`src/ptmx_pkg.sv`:
```
// shared types and constants for the persistent trie max xor block
package ptmx_pkg;

	localparam int KEY_BITS_DEF     = 31;
	localparam int MAX_VERSIONS_DEF = 1024;
	localparam int NODE_POOL_DEF    = 65536;

	localparam int VAL_W = 31;
	localparam int VER_W = 11;

	localparam logic [1:0] ST_OK    = 2'd0;
	localparam logic [1:0] ST_RANGE = 2'd1;
	localparam logic [1:0] ST_FULL  = 2'd2;

	localparam logic FUNC_APPEND = 1'b0;
	localparam logic FUNC_QUERY  = 1'b1;

	typedef struct packed {
		logic             func;
		logic [VAL_W-1:0] value;
		logic [VER_W-1:0] lo_version;
		logic [VER_W-1:0] hi_version;
	} in_word_t;

	typedef struct packed {
		logic [VAL_W-1:0] max_xor;
		logic [VER_W-1:0] version;
		logic             found;
		logic [1:0]       status;
	} out_word_t;

	typedef enum logic [2:0] {
		BK_IDLE,
		BK_ROOT,
		BK_READ,
		BK_STEP,
		BK_DONE
	} bk_state_t;

endpackage

```
`src/ptmx_queue.sv`:
```
// small two-entry queue between the front and back parts
module ptmx_queue (
	input  logic                clk,
	input  logic                arst_n,
	input  logic                push,
	input  ptmx_pkg::in_word_t  push_data,
	output logic                full,
	input  logic                pop,
	output ptmx_pkg::in_word_t  pop_data,
	output logic                empty
);

	ptmx_pkg::in_word_t mem_q [2];
	logic               wp_q;
	logic               rp_q;
	logic [1:0]         cnt_q;

	assign full     = cnt_q == 2'd2;
	assign empty    = cnt_q == 2'd0;
	assign pop_data = mem_q[rp_q];

	// storage
	always_ff @(posedge clk) begin
		if (push && !full) mem_q[wp_q] <= push_data;
	end

	// pointers and fill level
	always_ff @(posedge clk or negedge arst_n) begin
		if (!arst_n) begin
			wp_q  <= 1'b0;
			rp_q  <= 1'b0;
			cnt_q <= 2'd0;
		end else begin
			if (push && !full) wp_q <= ~wp_q;
			if (pop && !empty) rp_q <= ~rp_q;
			cnt_q <= cnt_q + 2'(push && !full) - 2'(pop && !empty);
		end
	end

endmodule

```
`config.mk`:
```
export PLATFORM = sky130hd
export DESIGN_NAME = ptmx_queue
export DESIGN_NICKNAME = d
export VERILOG_FILES = /design/src/ptmx_pkg.sv /design/src/ptmx_queue.sv
export SDC_FILE = /design/constraint.sdc
export NUM_CORES = 1
export LEC_CHECK = 0
export BUFFER_PORTS_ARGS = -buffer_cell sky130_fd_sc_hd__buf_2
export CAP_MARGIN = 0
export CORE_MARGIN = 3
export CORE_UTILIZATION = 40
export CTS_BUF_LIST = sky130_fd_sc_hd__clkbuf_4 sky130_fd_sc_hd__clkbuf_8 sky130_fd_sc_hd__clkbuf_16
export DETAILED_ROUTE_END_ITERATION = 8
export GPL_TIMING_DRIVEN = 0
export PLACE_DENSITY = 0.66
export SYNTH_ARGS = -nofsm -noshare
export SYNTH_HDL_FRONTEND = slang
export SYNTH_SLANG_ARGS = --single-unit
```
`constraint.sdc`:
```
create_clock -name clk -period 3.5 [get_ports clk]
set_clock_uncertainty 0.1 [all_clocks]
set_input_delay 0.35 -clock clk [delete_from_list [all_inputs] [get_ports clk]]
set_output_delay 0.35 -clock clk [all_outputs]
set_load 0.02 [all_outputs]
```
==> flow_metrics.tcl <==
set metrics [dict create \
    dp_cells 437 \
    final_layout_size_suffix_gt1_frac 0.603 \
    die_area_um2 12100 \
    cpMaxStageDelayCell "nor2_4" \
    end_kind "flop" \
    syn_avg_cell_area_um2 23.4 \
    grt_setup_unrepaired "no" \
    vias 2073 \
    critical_path_buf_inv_count 1 \
    r2r_end "mem_q[0][16]$_DFFE_PP_" \
    ff2ff_setup_slack_ns 1.34 \
    cts_tree "yes" \
    cap_violations 0 \
    cp_num_cells 4 \
    drt-total-wl_um 7130 \
    worstMarginPinSlew_ns 0.933 \
    slowest_delay_ns 0.74 \
    post-route-drc-count 0 \
    netlist_area_um2 4340 \
    critPathCapture "mem_q[0][16]$_DFFE_PP_" \
    grt_usage 0.122 \
    path_clk_slew_ns 0.10 \
    clock_tree.root_cell "clkbuf_8" \
    status "finished, final reports clean" \
    r2r_cells 4 \
    grt_max_degree 37 \
    via_per_inst 4.58 \
    fin_util 0.513 \
    rows 37 \
    finalSetupViolations 0 \
    cts_setup_buffers 0 \
    postRouteAntennaNets 0 \
    pin_count 114 \
    slew_headroom 0.377 \
    routabilityCongestion 0.610 \
    grt_pass1_wl_um 10800 \
    maxSlewViolCount 0 \
    yosys_warnings 0 \
    power_density_nw_per_um2 860 \
    areaGrowthSynthToFinish_pct 23.6 \
    synth_nets 246 \
    core_area_um2 10500 \
    cp_cell_sequence "nand2b_1 -> nand2_1 -> nor2_4 -> buf_12" \
    dp_hpwl_um 4850 \
    path_delay_family "simple AND/OR/NAND/NOR gates" \
    clock-sinks 112 \
    hold_violations 0 \
    cts_buffers 9 \
    crit_required_ns 3.46 \
    drt_iter0_drc 75 \
    crit_path_start_kind "flop" \
    finalCritPeriodShare 0.616 \
    globalRouteOverflowTotal 0 \
    final_cell_mix "113 x buf_2, 108 x edfxtp_1, 49 x mux2_4" \
    syn_inst 186 \
    dr.pass1.iters 4 \
    htree_levels 3 \
    nets 373 \
    cts_buffer_depth 2 \
    vdd_ir_drop_max_mv 0.509 \
    hold_class "primary input to flop" \
    final_common_cell "buf_2" \
    ys_seq_area_frac 0.770 \
    io_buffers 113 \
    synth-seq-cells 112 \
    worst_skew_pair.late_latency_ns 0.36 \
    whs_ns 0.0653 \
    r2r_start "cnt_q[1]$_DFF_PN0_" \
    fin_crit_ns 2.16 \
    synth.distinct_cells 15 \
    max_freq_mhz 464 \
    initial_utilization 0.415 \
    cp.arrival_ns 2.12 \
    path_class "flop to flop" \
    wire_per_inst_um 15.7 \
    first_global_vias 2106 \
    power.static_leakage_nw 2.16 \
    die_h_um 110 \
    critPathMaxFanout 30 \
    die_w_um 110 \
    stdcell_count 453 \
    setup.worst_path.start "cnt_q[1]$_DFF_PN0_" \
    cts_resized 0 \
    diodes 0 \
    antenna_found_initial 1 \
]
## worst min path at each step
| stage | from | depth (start not counted) | to | slack, ns |
|---|---|---|---|---|
| detailed placement | arst_n | 1 | wp_q$_DFFE_PN0P_ | 0.06 |
| finish | push_data[26] | 1 | mem_q[0][26]$_DFFE_PP_ | 0.07 |
| global placement | arst_n | 1 | wp_q$_DFFE_PN0P_ | 0.06 |
| CTS | push_data[26] | 1 | mem_q[0][26]$_DFFE_PP_ | 0.04 |
| global route | push_data[26] | 1 | mem_q[0][26]$_DFFE_PP_ | 0.04 |
| floorplan | arst_n | 0 | cnt_q[0]$_DFF_PN0_ | -0.05 |
## sequential cells by signal (all words and copies together) (netlist names)
name	flops
rp_q	1
cnt_q	2
wp_q	1
mem_q	108
## stage by stage
stage          worst slack [ns]  TNS (ns)  power (W)  area [um^2]
6_report                   1.34         0    0.00462         5370
5_1_grt                    1.11         0    0.00488         5370
4_1_cts                    1.25         0    0.00471         5370
3_5_place_dp               1.29         0    0.00382         5130
3_3_place_gp              -1.40    -75.39    0.00378         5080
2_1_floorplan            0.0762         0    0.00331         4340
## synthesized netlist by cell type
master      n  area [um^2]
buf_12      5          100
nand2b_1    1         6.26
and3_1      1         6.26
dfrtp_1     4          100
xnor2_1     3         26.3
edfxtp_1  108         3240
buf_6       1         11.3
xor2_1      1         8.76
inv_1       2         7.51
nor2_1      2         7.51
mux2_4     49          736
ha_1        2         25.0
mux2_2      5         56.3
nor2b_1     1         6.26
nand2_1     1         3.75
## power breakdown
| group | switching [W] | leakage, nW | internal (W) |
|---|---|---|---|
| registers | 0.0000816 | 1.05 | 0.00183 |
| logic | 0.000976 | 1.00 | 0.000857 |
| clock network | 0.000406 | 0.109 | 0.000469 |
## layout make-up
type                            instances  area [um^2]
Multi-Input combinational cell         66          891
Fill cell                             897         5090
Tap cell                              136          170
Inverter                                2         7.51
Clock inverter                          6          109
Buffer                                  6          111
Sequential cell                       112         3340
Timing Repair Buffer                  116          616
Clock buffer                            9          124
## metal layers
metal | share of wire | global-route usage | vias up
met4 | 0.021 | 0.0633 | 2
met5 | 0.0015 | 0 | -
met1 | 0.41 | 0.152 | 1008
li1 | - | - | 979
met3 | 0.081 | 0.0344 | 12
met2 | 0.49 | 0.196 | 72
## cells by family after synthesis
kind of cell  count (synthesis)  synth area share
xor+xnor                      4           0.00807
mux                          54             0.182
buf+inv                       8            0.0274
fa+ha+maj                     2           0.00576
flops                       112             0.770
simple gates                  6           0.00692
## timing repair
action                                  in CTS  in global routing
endpoints found under the hold margin        4                  0
endpoints found under the setup margin       0                  0
hold buffers                                 1                  0
No activity file was read; power rests on OpenSTA's default activity.
